**config.mk**
```make
export PLATFORM = sky130hd
export DESIGN_NAME = tccs_ctrl
export DESIGN_NICKNAME = d
export VERILOG_FILES = /design/src/rtl/tccs_pkg.sv /design/src/rtl/tccs_ctrl.sv
export VERILOG_INCLUDE_DIRS = /design/src /design/src/rtl
export SDC_FILE = /design/constraint.sdc
export NUM_CORES = 1
export LEC_CHECK = 0
export BUFFER_PORTS_ARGS = -buffer_cell sky130_fd_sc_hd__buf_2
export CAP_MARGIN = 20
export CORE_UTILIZATION = 40
export CTS_BUF_LIST = sky130_fd_sc_hd__clkbuf_4
export DETAILED_ROUTE_END_ITERATION = 10
export PLACE_DENSITY = 0.68
export SYNTH_ARGS = -nofsm -noshare
export SYNTH_HDL_FRONTEND = slang
export SYNTH_SLANG_ARGS = --single-unit
```
**constraint.sdc**
```tcl
create_clock -name clk -period 4.5 [get_ports clk]
set_clock_uncertainty 0.05 [all_clocks]
set_input_delay 0.9 -clock clk [delete_from_list [all_inputs] [get_ports clk]]
set_output_delay 0.9 -clock clk [all_outputs]
set_load 0.03 [all_outputs]
```
**src/rtl/text_console_cursor_scroll_top_defines.svh**
```systemverilog
// ----------------------------------------------------------------------------
// text_console_cursor_scroll_top_defines: assertion macros
// Shared concurrent assertion forms, clocked on clk and disabled in reset.
// ----------------------------------------------------------------------------
`ifndef TEXT_CONSOLE_CURSOR_SCROLL_TOP_DEFINES_SVH
`define TEXT_CONSOLE_CURSOR_SCROLL_TOP_DEFINES_SVH

// Property must hold at every clock edge outside reset
`define TCCS_ASSERT(lbl, prop, msg) \
	lbl: assert property (@(posedge clk) disable iff (!arst_n) prop) else $error(msg);

// Condition must never be true outside reset
`define TCCS_ASSERT_NEVER(lbl, cond, msg) \
	lbl: assert property (@(posedge clk) disable iff (!arst_n) !(cond)) else $error(msg);

`endif

```
**src/rtl/tccs_pkg.sv**
```systemverilog
// ----------------------------------------------------------------------------
// tccs_pkg: text console shared definitions
// Field widths, operation codes and the controller/datapath command and
// status structures.
// ----------------------------------------------------------------------------
package tccs_pkg;

	// Screen geometry defaults
	localparam int unsigned COLUMNS_DEF = 80;
	localparam int unsigned ROWS_DEF    = 25;

	// Field widths
	localparam int unsigned OPCODE_W  = 3;
	localparam int unsigned CHAR_W    = 8;
	localparam int unsigned TCOL_W    = 7;
	localparam int unsigned TROW_W    = 5;
	localparam int unsigned CIDX_W    = 11;
	localparam int unsigned CURPOS_W  = 11;
	localparam int unsigned MODE_W    = 2;
	localparam int unsigned CELL_W    = 16;
	localparam int unsigned S_TDATA_W = 32;
	localparam int unsigned M_TDATA_W = 24;

	// Attribute word stored with every written character
	localparam logic [CELL_W-1:0] ATTR_WORD = 16'h0F00;

	// Console modes
	localparam logic [MODE_W-1:0] MODE_FREE       = 2'd0;
	localparam logic [MODE_W-1:0] MODE_SHELL      = 2'd1;
	localparam logic [MODE_W-1:0] MODE_SHELL_PROG = 2'd2;

	typedef enum logic [OPCODE_W-1:0] {
		OP_PRINT      = 3'd0,
		OP_NEWLINE    = 3'd1,
		OP_BACKSPACE  = 3'd2,
		OP_CLEAR      = 3'd3,
		OP_SET_CURSOR = 3'd4,
		OP_READ_CELL  = 3'd5
	} opcode_t;

	typedef enum logic [2:0] {
		CUR_HOLD,
		CUR_INC_COL,
		CUR_DEC_COL,
		CUR_NEWLINE,
		CUR_PREV_ROW,
		CUR_SET,
		CUR_HOME
	} cursor_op_t;

	typedef enum logic [1:0] {
		CNT_HOLD,
		CNT_CLEAR,
		CNT_INC
	} cnt_op_t;

	typedef enum logic [1:0] {
		WR_NONE,
		WR_CURSOR,
		WR_FILL
	} wr_sel_t;

	typedef enum logic [1:0] {
		RD_NONE,
		RD_INDEX,
		RD_SCROLL,
		RD_LEFT
	} rd_sel_t;

	// Controller to datapath
	typedef struct packed {
		logic       ld_item;
		cursor_op_t cur_op;
		cnt_op_t    cnt_op;
		wr_sel_t    wr_sel;
		logic       fill_attr;
		rd_sel_t    rd_sel;
		logic       out_load;
		logic       out_use_mem;
	} dp_cmd_t;

	// Datapath to controller
	typedef struct packed {
		opcode_t op;
		logic    col_wrap;
		logic    row_bottom;
		logic    col_above_limit;
		logic    bs_prev_row;
		logic    idx_valid;
		logic    char_zero;
		logic    cnt_copy_end;
		logic    cnt_last;
	} dp_status_t;

endpackage

```
**src/rtl/tccs_ctrl.sv**
```systemverilog
// ----------------------------------------------------------------------------
// tccs_ctrl: text console sequencer
// State machine that accepts items, sequences memory sweeps, the backspace
// back-scan and scroll copy, and hands results to the output register.
// ----------------------------------------------------------------------------
`include "text_console_cursor_scroll_top_defines.svh"

module tccs_ctrl (
	input  logic                  clk,
	input  logic                  arst_n,
	input  logic                  s_tvalid,
	output logic                  s_tready,
	input  logic                  out_busy,
	input  tccs_pkg::dp_status_t  status,
	output tccs_pkg::dp_cmd_t     cmd
);
	import tccs_pkg::*;

	typedef enum logic [3:0] {
		ST_INIT,
		ST_IDLE,
		ST_EXEC,
		ST_SCROLL,
		ST_BLANK,
		ST_PUT,
		ST_BS_RD,
		ST_BS_CHK,
		ST_CLEAR,
		ST_RESP
	} state_t;

	state_t state_q;
	state_t state_d;
	logic   rd_hit_q;

	assign s_tready = (state_q == ST_IDLE) || ((state_q == ST_RESP) && !out_busy);

	// Next state and datapath commands
	always_comb begin
		state_d         = state_q;
		cmd.ld_item     = 1'b0;
		cmd.cur_op      = CUR_HOLD;
		cmd.cnt_op      = CNT_HOLD;
		cmd.wr_sel      = WR_NONE;
		cmd.fill_attr   = 1'b1;
		cmd.rd_sel      = RD_NONE;
		cmd.out_load    = 1'b0;
		cmd.out_use_mem = 1'b0;
		case (state_q)
			ST_INIT: begin
				cmd.wr_sel    = WR_FILL;
				cmd.fill_attr = 1'b0;
				cmd.cnt_op    = CNT_INC;
				if (status.cnt_last) begin
					cmd.cnt_op = CNT_CLEAR;
					state_d    = ST_IDLE;
				end
			end
			ST_IDLE: begin
				if (s_tvalid) begin
					cmd.ld_item = 1'b1;
					state_d     = ST_EXEC;
				end
			end
			ST_EXEC: begin
				case (status.op)
					OP_PRINT: begin
						if (status.col_wrap) begin
							cmd.cur_op = CUR_NEWLINE;
							if (status.row_bottom) begin
								cmd.cnt_op = CNT_CLEAR;
								state_d    = ST_SCROLL;
							end else begin
								state_d = ST_PUT;
							end
						end else begin
							cmd.wr_sel = WR_CURSOR;
							cmd.cur_op = CUR_INC_COL;
							state_d    = ST_RESP;
						end
					end
					OP_NEWLINE: begin
						cmd.cur_op = CUR_NEWLINE;
						if (status.row_bottom) begin
							cmd.cnt_op = CNT_CLEAR;
							state_d    = ST_SCROLL;
						end else begin
							state_d = ST_RESP;
						end
					end
					OP_BACKSPACE: begin
						if (status.col_above_limit) begin
							cmd.cur_op = CUR_DEC_COL;
							state_d    = ST_PUT;
						end else if (status.bs_prev_row) begin
							cmd.cur_op = CUR_PREV_ROW;
							state_d    = ST_BS_RD;
						end else begin
							state_d = ST_PUT;
						end
					end
					OP_CLEAR: begin
						cmd.cur_op = CUR_HOME;
						cmd.cnt_op = CNT_CLEAR;
						state_d    = ST_CLEAR;
					end
					OP_SET_CURSOR: begin
						cmd.cur_op = CUR_SET;
						state_d    = ST_RESP;
					end
					OP_READ_CELL: begin
						if (status.idx_valid) begin
							cmd.rd_sel = RD_INDEX;
						end
						state_d = ST_RESP;
					end
					default: begin
						state_d = ST_RESP;
					end
				endcase
			end
			// Copy each row up one; the write of each cell trails its read
			ST_SCROLL: begin
				if (status.cnt_copy_end) begin
					state_d = ST_BLANK;
				end else begin
					cmd.rd_sel = RD_SCROLL;
					cmd.cnt_op = CNT_INC;
				end
			end
			// Blank the bottom row
			ST_BLANK: begin
				cmd.wr_sel = WR_FILL;
				cmd.cnt_op = CNT_INC;
				if (status.cnt_last) begin
					cmd.cnt_op = CNT_CLEAR;
					state_d    = (status.op == OP_PRINT) ? ST_PUT : ST_RESP;
				end
			end
			ST_PUT: begin
				cmd.wr_sel = WR_CURSOR;
				if (status.op == OP_PRINT) begin
					cmd.cur_op = CUR_INC_COL;
				end
				state_d = ST_RESP;
			end
			// Back-scan over empty cells on the previous row
			ST_BS_RD: begin
				if (status.col_above_limit) begin
					cmd.rd_sel = RD_LEFT;
					state_d    = ST_BS_CHK;
				end else begin
					state_d = ST_PUT;
				end
			end
			ST_BS_CHK: begin
				if (status.char_zero) begin
					cmd.cur_op = CUR_DEC_COL;
					state_d    = ST_BS_RD;
				end else begin
					state_d = ST_PUT;
				end
			end
			ST_CLEAR: begin
				cmd.wr_sel = WR_FILL;
				cmd.cnt_op = CNT_INC;
				if (status.cnt_last) begin
					cmd.cnt_op = CNT_CLEAR;
					state_d    = ST_RESP;
				end
			end
			// Once the output register is free, hand off the result and take the next item in the same cycle
			ST_RESP: begin
				cmd.out_use_mem = rd_hit_q;
				if (!out_busy) begin
					cmd.out_load = 1'b1;
					if (s_tvalid) begin
						cmd.ld_item = 1'b1;
						state_d     = ST_EXEC;
					end else begin
						state_d = ST_IDLE;
					end
				end
			end
			default: begin
				state_d = ST_IDLE;
			end
		endcase
	end

	// State and read-hit flag
	always_ff @(posedge clk or negedge arst_n) begin
		if (!arst_n) begin
			state_q  <= ST_INIT;
			rd_hit_q <= 1'b0;
		end else begin
			state_q <= state_d;
			if (state_q == ST_EXEC) begin
				rd_hit_q <= (status.op == OP_READ_CELL) && status.idx_valid;
			end
		end
	end

	`TCCS_ASSERT(a_load_free, cmd.out_load |-> !out_busy, "result register overwritten")
	`TCCS_ASSERT(a_accept_exec, (s_tvalid && s_tready) |=> (state_q == ST_EXEC), "accepted item not executed")
	`TCCS_ASSERT(a_chk_after_rd, (state_q == ST_BS_CHK) |-> ($past(state_q) == ST_BS_RD), "back-scan check without read")

endmodule

```
Word level (Yosys, flattened, before mapping)
Index checks and enable logic that the tools add are counted.
- register bits: 5
- input port bits: 15
- word-level logic and storage cells: 73
- equal/unequal tests: 20
- multiplexer cells: 43
- reduce and logical (&&, ||, !) cells: 8
- operators by type and width (cell ; count):
    4-bit two-way mux ; 10
    4-bit one-hot mux with 10 select lines ; 1
    2-bit two-way mux ; 13
    2-bit one-hot mux with 3 select lines ; 4
    4-bit by 3-bit equality test with 1-bit output (second input constant) ; 4
    4-bit one-hot mux with 4 select lines ; 1
    3-bit one-hot mux with 5 select lines ; 1
    2-bit inequality test (second input constant) ; 6
    3-bit two-way mux ; 3
    3-bit one-hot mux with 3 select lines ; 1
    4-bit by 2-bit equality test with 1-bit output (second input constant) ; 2
    4-bit equality test (second input constant) ; 2
    1-bit two-way mux ; 8
    3-bit by 2-bit equality test with 1-bit output (second input constant) ; 2
    3-bit equality test (second input constant) ; 2
    6-bit AND reduction ; 1
    4-bit by 1-bit equality test with 1-bit output (second input constant) ; 1
    4-bit logical NOT ; 1
    3-bit by 1-bit equality test with 1-bit output (second input constant) ; 1
    3-bit logical NOT ; 1
    3-bit OR reduction ; 1
    1-bit logical AND ; 2
    1-bit one-hot mux with 2 select lines ; 1
    1-bit logical NOT ; 1
    1-bit logical OR ; 1

Logic depth before layout (Yosys ltp)
Gate-level depths: netlist of the first run.
- word-level depth: 4
- depth in mapped cells: 6
- mapped depth without buffers: 4

Worst setup path before layout of the first run
OpenSTA, ideal clock, no wires.
- path kind: input to output
- start: in status[9] (netlist name)
- end: out cmd[5] (netlist name)
- data arrival time: 2.266 ns
- setup slack: 1.284 ns
- cell stages on the path: 5
- cell sequence: buf_2 -> or3_4 -> or4_1 -> a21o_1 -> inv_1
- RTL lines (what ; RTL line ; source):
    start: declaration ; tccs_ctrl.sv:14 ; input tccs_pkg::dp_status_t status,
    end: declaration ; tccs_ctrl.sv:15 ; output tccs_pkg::dp_cmd_t cmd

==> results of run 1 <==
==> state kept, by name, indices dropped and copies added (netlist names) <==
| name | count |
|---|---|
| rd_hit_q | 1 |
| state_q | 4 |
==> through the flow <==
step / std cells / area, um2 / setup slack (ns) / hold WS, ns
floorplan: 103 / 716.9 / 1.284 / 0.3923
global placement: 144 / 832.0 / 1.182 / 0.4090
detailed placement: 144 / 832.0 / 1.171 / 0.4155
CTS: 148 / 862.1 / 1.170 / 0.4022
global route: 148 / 862.1 / 1.101 / 0.4031
finish: 148 / 862.1 / 1.167 / 0.4060
==> layout make-up <==
class,instances,share of cell area
timing repair buffer,28,0.1626
tap,24,0.03483
multi-input combinational,83,0.6052
inverter,4,0.01742
clock buffer,4,0.03483
sequential,5,0.1451
==> worst register-to-register path, cell delays in order, from the launching register on <==
cell and delay, ns:
dfrtp_1 0.62, a2111oi_0 0.81, a41o_1 0.21, a211o_1 0.15, o311ai_2 0.11
==> per-layer routing <==
layer  GRT usage  wire (um)
met1      0.2948        924
met2      0.3294        841
met3     0.01224         54
met4     0.09091         27
met5           0          0
==> synthesized netlist by cell type, drive strengths merged, types with 2 or more instances <==
cell type,instances
a2111oi,3
a211oi,2
a21o,2
a21oi,8
a31oi,3
a41o,2
and2,2
and3,2
buf,4
clkbuf,7
dfrtp,5
inv,4
nand2,10
nand2b,4
nand3b,2
nand4,2
nor2,10
nor2b,4
nor3,3
nor3b,2
o21a,2
o21ai,6
==> cells by family (layout without fill, tap and decap cells) <==
kind of cell | after synthesis | after routing | share of synthesized area
simple gates | 46 | 46 | 0.3455
compound gates | 36 | 36 | 0.3665
buf+inv | 15 | 36 | 0.09774
flops | 5 | 5 | 0.1745
mux | 1 | 1 | 0.01571
==> worst max path at each step <==
stage                   to  slack [ns]  cells after the start
floorplan           cmd[5]        1.28                      5
global placement    cmd[5]        1.18                      6
detailed placement  cmd[5]        1.17                      6
CTS                 cmd[5]        1.17                      6
global route        cmd[7]        1.10                      4
finish              cmd[5]        1.17                      6
==> where the power goes <==
group | switching (uW) | internal [uW]
Combinational | 194 | 120
Clock | 17.9 | 39.5
Sequential | 74.9 | 63.1
Total | 287 | 222
==> impl_table.tex, run 1 <==
\begin{tabular}{lr}
\hline
Metric & Value \\
\hline
\multicolumn{2}{l}{\textbf{Place}} \\
\quad Half-perimeter wire length after detailed placement & 1.355 mm \\
\quad Routability congestion estimate from global placement & around 0.78 \\
\quad Number of port buffers & 28 \\
\multicolumn{2}{l}{\textbf{Critical path}} \\
\quad Largest stage delay, worst path & about 0.47 ns \\
\quad Cell type of the slowest stage on the worst timing path & or4\_1 \\
\quad CP most frequent cell & buf\_2 \\
\quad Worst setup path start & status[10] \\
\quad Worst R2R Start & state\_q[3]\$\_DFFE\_PN0P\_ \\
\quad Kind of end point of the critical path & primary output \\
\quad FF-to-FF path depth & 4 \\
\quad Worst R2R End & state\_q[3]\$\_DFFE\_PN0P\_ \\
\quad Flop-to-flop setup slack & 2.41 ns \\
\quad Crit path kind & primary input to primary output \\
\quad Crit-path cells & buf\_2, or3\_4, or4\_1, a21o\_1, inv\_1, buf\_2 \\
\quad Buffering stage count on the worst path with inverters included & 3 \\
\quad Required time at the endpoint of the critical path & $\sim$3.6 ns \\
\quad Type of origin of the critical path & primary input \\
\quad CP max FO & 10 \\
\quad Data arrival time of the critical path & between 2 and 2.5 ns \\
\quad Largest delay contributor family on the critical path & simple AND/OR/NAND/NOR gates \\
\multicolumn{2}{l}{\textbf{GRT}} \\
\quad Aggregate global routing overflow & 0 \\
\quad Number of global-route vias before repair & between 700 and 800 \\
\quad Global-route wire length before repair & around 3.2 mm \\
\quad Number of antenna violations at the first check in global routing & 0 \\
\quad Maximum number of pins on one net before global-route repair & 23 \\
\quad Tot GR Track Use & 0.2097 \\
\multicolumn{2}{l}{\textbf{Detailed routing}} \\
\quad Drt via density & approximately 5.6 \\
\quad Overall routed net length & 1.848 mm \\
\quad Violation count after the first detailed-route iteration & 22 \\
\quad Remaining number of nets flagged by the antenna check after routing & 0 \\
\quad DRT Pass-1 Iters & 4 \\
\quad Routed wirelength normalized by instance count & between 10 and 15 um \\
\quad DRC violation count after routing & 0 \\
\quad Via count & just over 800 \\
\multicolumn{2}{l}{\textbf{Layout}} \\
\quad Net count of the finished layout & 140 \\
\quad Footprint of the multi-input gates & 521.8 um2 \\
\quad Leading cell types in the layout, fill and taps excluded & 28 x buf\_2, 10 x nor2\_1, 10 x nand2\_1 \\
\quad Leading cell type in the layout, fill and taps excluded & buf\_2 \\
\quad Antenna cells & 0 \\
\quad Area taken by flip-flops and latches & between 100 and 150 um2 \\
\quad Fraction of layout instances using a drive strength above 1 & 0.2903 \\
\quad Core Util, Final & 0.5408 \\
\quad Area Overhead vs Synth & 20.24\% \\
\quad Fill cell count & roughly 180 \\
\multicolumn{2}{l}{\textbf{Power and ir drop}} \\
\quad PD cells & roughly 590 nW/um2 \\
\quad PnR Total Power & about 500 uW \\
\quad Maximum VDD drop & between 0.4 and 0.5 mV \\
\quad Lkg Pwr & roughly 0.00041 uW \\
\multicolumn{2}{l}{\textbf{Synthesis}} \\
\quad Sequential element share of the synthesized area & 0.1745 \\
\quad Post-Synthesis Net Count & 118 \\
\quad Count of flip-flops with a built-in enable after synthesis & 0 \\
\quad Leading cell types by total area after synthesis & dfrtp\_1 17\%, a21oi\_1 5.6\%, nand2\_1 5.2\%, nor2\_1 5.2\%, o21ai\_0 4.2\% \\
\quad Synth cell types & 39 \\
\quad Dominant register cell in the synthesized netlist & dfrtp\_1 \\
\quad Average instance area after synthesis & around 7.0 um2 \\
\quad Post-synth top area share & 0.1745 \\
\quad Synth area leader & dfrtp\_1 \\
\quad Post-synth design cell area & between 700 and 800 um2 \\
\quad Cell count after synthesis & 103 \\
\quad Async set-or-reset flop fraction in the synthesized netlist & 1.000 \\
\quad Yosys warning total & 0 \\
\quad Count of state elements after synthesis & 5 \\
\multicolumn{2}{l}{\textbf{Run}} \\
\quad Count of maximum capacitance violations & 0 \\
\multicolumn{2}{l}{\textbf{CTS}} \\
\quad CTS root buffer & clkbuf\_4 \\
\quad Number of levels the H-tree was split into & 1 \\
\quad Hold bufs inserted after CTS & 0 \\
\quad Clock insertion delay at the later pin of the skew report & between 0.2 and 0.25 ns \\
\quad Clock-pin transition on the worst setup and hold timing paths & 0.04 ns \\
\quad Number of buffers between clock root and the deepest sink & 2 \\
\quad CTS-repair resized insts & 0 \\
\quad TritonCTS clock tree & yes \\
\quad TritonCTS sink count & 5 \\
\quad Total clock buffers created by CTS & 3 \\
\quad Buffers inserted during post-CTS setup optimization & 0 \\
\multicolumn{2}{l}{\textbf{STA}} \\
\quad Worst slew margin & 0.4495 \\
\quad Min cycle time layout & around 3.3 ns \\
\quad Number of hold violations in the final report & 0 \\
\quad Setup Total Neg Slack & 0 ns \\
\quad Highest achievable clock rate & around 300 MHz \\
\quad Unrepaired setup endpoints after global routing & false \\
\quad Transition time at the pin with the least slew margin & 0.8050 ns \\
\quad Final Slew Violations & 0 \\
\quad Final Setup Violations & 0 \\
\quad Tcrit/Tclk final & 0.7407 \\
\multicolumn{2}{l}{\textbf{Floorplan}} \\
\quad Die outline area & between 1500 and 2000 um2 \\
\quad Row Count & 14 \\
\quad Initial cell density of the core & 0.4498 \\
\quad Die Width & approximately 44 um \\
\quad Count of boundary I/O pins & 29 \\
\quad Core Region & about 1600 um2 \\
\quad Die height & around 44 um \\
\multicolumn{2}{l}{\textbf{Outcome}} \\
\quad Run status & completed \\
\multicolumn{2}{l}{\textbf{Worst hold path}} \\
\quad Hold/Removal Path Class & primary input to asynchronous set/reset pin \\
\hline
\end{tabular}
Power figures use the tool's default switching activity.
==> run 2, diff against run 1 <==
Settings changed: ABC_AREA set to 1, PLACE_DENSITY 0.68 to 0.71.
Clock period 4.5 ns to 2.72 ns, I/O delays scaled along.
==> run 2 against run 1 <==
Against the previous run:
- core utilization up 2.9 points
- largest power group unchanged
- die area shrank 1.2%
- final area is 4.2% higher
- count of clock-buffer cells in the layout did not move
- largest cell class unchanged
- critical path depth did not move
- synthesized cell count up 26%
- synthesized area is 1.2% lower
==> impl_table.tex, run 2 <==
\begin{tabular}{lr}
\hline
Metric & Value \\
\hline
\multicolumn{2}{l}{\textbf{GRT}} \\
\quad Maximum number of pins on one net before global-route repair & 10 \\
\quad Global-route wire length before repair & 2.973 mm \\
\quad Tot GR Track Use & 0.2025 \\
\quad Number of antenna violations at the first check in global routing & 0 \\
\quad Number of global-route vias before repair & roughly 720 \\
\quad Aggregate global routing overflow & 0 \\
\multicolumn{2}{l}{\textbf{Run}} \\
\quad Count of maximum capacitance violations & 0 \\
\multicolumn{2}{l}{\textbf{Critical path}} \\
\quad Type of origin of the critical path & register \\
\quad Largest stage delay, worst path & between 0.4 and 0.5 ns \\
\quad Flop-to-flop setup slack & 1.29 ns \\
\quad Crit-path cells & nor2\_4, inv\_1, nor2\_4, o21ai\_0, a21oi\_1, buf\_2 \\
\quad Worst setup path start & state\_q[2]\$\_DFFE\_PN0P\_ \\
\quad Buffering stage count on the worst path with inverters included & 2 \\
\quad Largest delay contributor family on the critical path & flip-flops \\
\quad Levels on crit path & 6 \\
\quad Required time at the endpoint of the critical path & $\sim$2.1 ns \\
\quad FF-to-FF path depth & 7 \\
\quad CP most frequent cell & nor2\_4 \\
\quad Cell type of the slowest stage on the worst timing path & dfrtp\_1 \\
\quad Worst R2R End & state\_q[3]\$\_DFFE\_PN0P\_ \\
\quad Data arrival time of the critical path & 1.69 ns \\
\quad Endpoint of the most critical setup path & cmd[11] \\
\quad Kind of end point of the critical path & primary output \\
\quad CP max FO & 9 \\
\quad Worst R2R Start & state\_q[2]\$\_DFFE\_PN0P\_ \\
\quad Crit path kind & register to primary output \\
\multicolumn{2}{l}{\textbf{Layout}} \\
\quad Number of flip-flops under the largest register name & 4 \\
\quad Leading cell type in the layout, fill and taps excluded & nand2\_1 \\
\quad Largest register by flop count & state\_q \\
\quad Fraction of layout instances using a drive strength above 1 & 0.2963 \\
\quad Net count of the finished layout & roughly 180 \\
\quad Top Registers & state\_q (4), rd\_hit\_q (1) \\
\quad Area Overhead vs Synth & 26.86\% \\
\quad Leading cell types in the layout, fill and taps excluded & 41 x nand2\_1, 28 x buf\_2, 19 x inv\_1 \\
\quad Core Util, Final & 0.5698 \\
\quad Antenna cells & 0 \\
\multicolumn{2}{l}{\textbf{Synthesis}} \\
\quad Cell count after synthesis & 130 \\
\quad Yosys warning total & 0 \\
\quad Post-synth top area share & 0.2173 \\
\quad Synth area leader & nand2\_1 \\
\quad Sequential element share of the synthesized area & 0.1767 \\
\quad Count of flip-flops with a built-in enable after synthesis & 0 \\
\quad Average instance area after synthesis & approximately 5.4 um2 \\
\quad Post-synth design cell area & 708.2 um2 \\
\quad Leading cell types by total area after synthesis & nand2\_1 22\%, dfrtp\_1 18\%, nand3\_1 11\%, inv\_1 10\%, nor2\_1 8.0\% \\
\quad Most frequent cell after synthesis & nand2\_1 \\
\quad Synth cell types & 19 \\
\quad Post-Synthesis Net Count & around 150 \\
\quad Count of state elements after synthesis & 5 \\
\quad Dominant register cell in the synthesized netlist & dfrtp\_1 \\
\quad Most used standard cells in the synthesized netlist & 41 x nand2\_1, 19 x inv\_1, 16 x nand3\_1 \\
\quad Async set-or-reset flop fraction in the synthesized netlist & 1.000 \\
\multicolumn{2}{l}{\textbf{Power and ir drop}} \\
\quad PD cells & 894.8 nW/um2 \\
\quad Maximum VDD drop & around 0.53 mV \\
\quad PnR Total Power & between 800 and 900 uW \\
\quad Net Sw Power & approximately 460 uW \\
\quad Power share of the clock group & 0.118 \\
\quad Design internal power & roughly 340 uW \\
\quad Seq pwr share & 0.181 \\
\quad Lkg Pwr & 0.0005594 uW \\
\quad Share of total power consumed by net switching & 0.5770 \\
\quad Logic pwr share & 0.702 \\
\multicolumn{2}{l}{\textbf{CTS}} \\
\quad Number of buffers between clock root and the deepest sink & 2 \\
\quad CTS root buffer & clkbuf\_4 \\
\quad Buffers inserted during post-CTS setup optimization & 0 \\
\quad CTS-repair resized insts & 0 \\
\quad Number of levels the H-tree was split into & 1 \\
\quad Total clock buffers created by CTS & 3 \\
\quad Clock insertion delay at the later pin of the skew report & between 0.2 and 0.25 ns \\
\quad Clock-pin transition on the worst setup and hold timing paths & around 0.04 ns \\
\quad TritonCTS clock tree & yes \\
\quad TritonCTS sink count & 5 \\
\quad Hold bufs inserted after CTS & 0 \\
\multicolumn{2}{l}{\textbf{STA}} \\
\quad Worst slew margin & 0.8002 \\
\quad Transition time at the pin with the least slew margin & about 0.3 ns \\
\quad Tcrit/Tclk final & 0.8399 \\
\quad Final Slew Violations & 0 \\
\quad Final Setup Violations & 0 \\
\quad Setup Total Neg Slack & 0 ns \\
\quad Min cycle time layout & roughly 2.3 ns \\
\quad Unrepaired setup endpoints after global routing & false \\
\quad Highest achievable clock rate & between 400 and 500 MHz \\
\quad Worst hold slack after final layout & $\sim$0.057 ns \\
\quad Number of hold violations in the final report & 0 \\
\multicolumn{2}{l}{\textbf{Worst hold path}} \\
\quad Hold/Removal Path Class & primary input to asynchronous set/reset pin \\
\multicolumn{2}{l}{\textbf{Floorplan}} \\
\quad Die height & roughly 44 um \\
\quad Row Count & 14 \\
\quad Die Width & 44.08 um \\
\quad Count of boundary I/O pins & 29 \\
\quad Die outline area & between 1500 and 2000 um2 \\
\quad Core Region & roughly 1600 um2 \\
\quad Initial cell density of the core & 0.4492 \\
\multicolumn{2}{l}{\textbf{Detailed routing}} \\
\quad Remaining number of nets flagged by the antenna check after routing & 0 \\
\quad Routed wirelength normalized by instance count & between 10 and 15 um \\
\quad Violation count after the first detailed-route iteration & 37 \\
\quad DRC violation count after routing & 0 \\
\quad Overall routed net length & between 1.5 and 2 mm \\
\quad DRT Pass-1 Iters & 6 \\
\quad Drt via density & approximately 5.1 \\
\quad Via count & about 900 \\
\multicolumn{2}{l}{\textbf{Place}} \\
\quad Number of port buffers & 28 \\
\quad Half-perimeter wire length after detailed placement & $\sim$1.5 mm \\
\quad Routability congestion estimate from global placement & just over 0.9 \\
\multicolumn{2}{l}{\textbf{Outcome}} \\
\quad Run status & completed \\
\hline
\end{tabular}
run 2: cell count changes in the layout (fill, tap and decap cells not counted), sizes merged, moves of 3 or more:
| cell | change |
|---|---|
| nor2b | -4 |
| nand2b | -4 |
| nor2 | +12 |
| nand3 | +17 |
| o21ai | +4 |
| a31oi | -3 |
| a2111oi | -3 |
| a21oi | -6 |
| nand2 | +35 |
| inv | +17 |
run 2: layout make-up:
| class | instances | area (um2) |
|---|---|---|
| well taps | 16 | 20.02 |
| repair buffers | 28 | 140.1 |
| flip-flops and latches | 5 | 125.1 |
| inverters | 21 | 78.83 |
| multi-input cells | 104 | 504.2 |
| clock buffers | 4 | 30.03 |
| fillers | 165 | 678.2 |
run 2: metrics by stage:
step	area, um2	instances	setup slack (ns)
final	898.4	178	0.4356
after global routing	898.4	178	0.3337
after CTS	898.4	178	0.4457
after detailed placement	868.3	174	0.6174
after global placement	868.3	174	0.6595
after floorplan	708.2	130	0.4968
run 2: kinds of logic (layout without fill, tap and decap cells):
kind of cell / Yosys count / after routing / synth area share
simple gates: 90 / 90 / 0.5989
buf+inv: 21 / 53 / 0.1113
compound gates: 14 / 14 / 0.1131
flops: 5 / 5 / 0.1767
run 2: worst min-delay path by stage:
stage                     startpoint                     end  slack [ns]  cells past startpoint
after detailed placement      arst_n    rd_hit_q$_DFFE_PN0P_        0.31                      1
after CTS                     arst_n    rd_hit_q$_DFFE_PN0P_        0.05                      1
after global routing          arst_n  state_q[0]$_DFFE_PN0P_        0.04                      1
after global placement        arst_n    rd_hit_q$_DFFE_PN0P_        0.31                      1
final                         arst_n  state_q[1]$_DFFE_PN0P_        0.06                      1
after floorplan               arst_n    rd_hit_q$_DFFE_PN0P_        0.20                      0
run 2: power by group through the flow:
| stage | logic, uW | registers (uW) | clock network [uW] |
|---|---|---|---|
| after CTS | 564 | 145 | 99.3 |
| after global placement | 562 | 145 | 0 |
| after floorplan | 434 | 139 | 0 |
| after detailed placement | 562 | 146 | 0 |
| final | 564 | 145 | 94.7 |
| after global routing | 618 | 150 | 111 |
run 2: per-layer routing:
metal  share of wire  routed length, um  GRT usage
met1            0.49                910     0.3013
met2            0.44                815     0.2912
met3           0.070                129    0.06122
met4               0                  0    0.03636
met5               0                  0          0
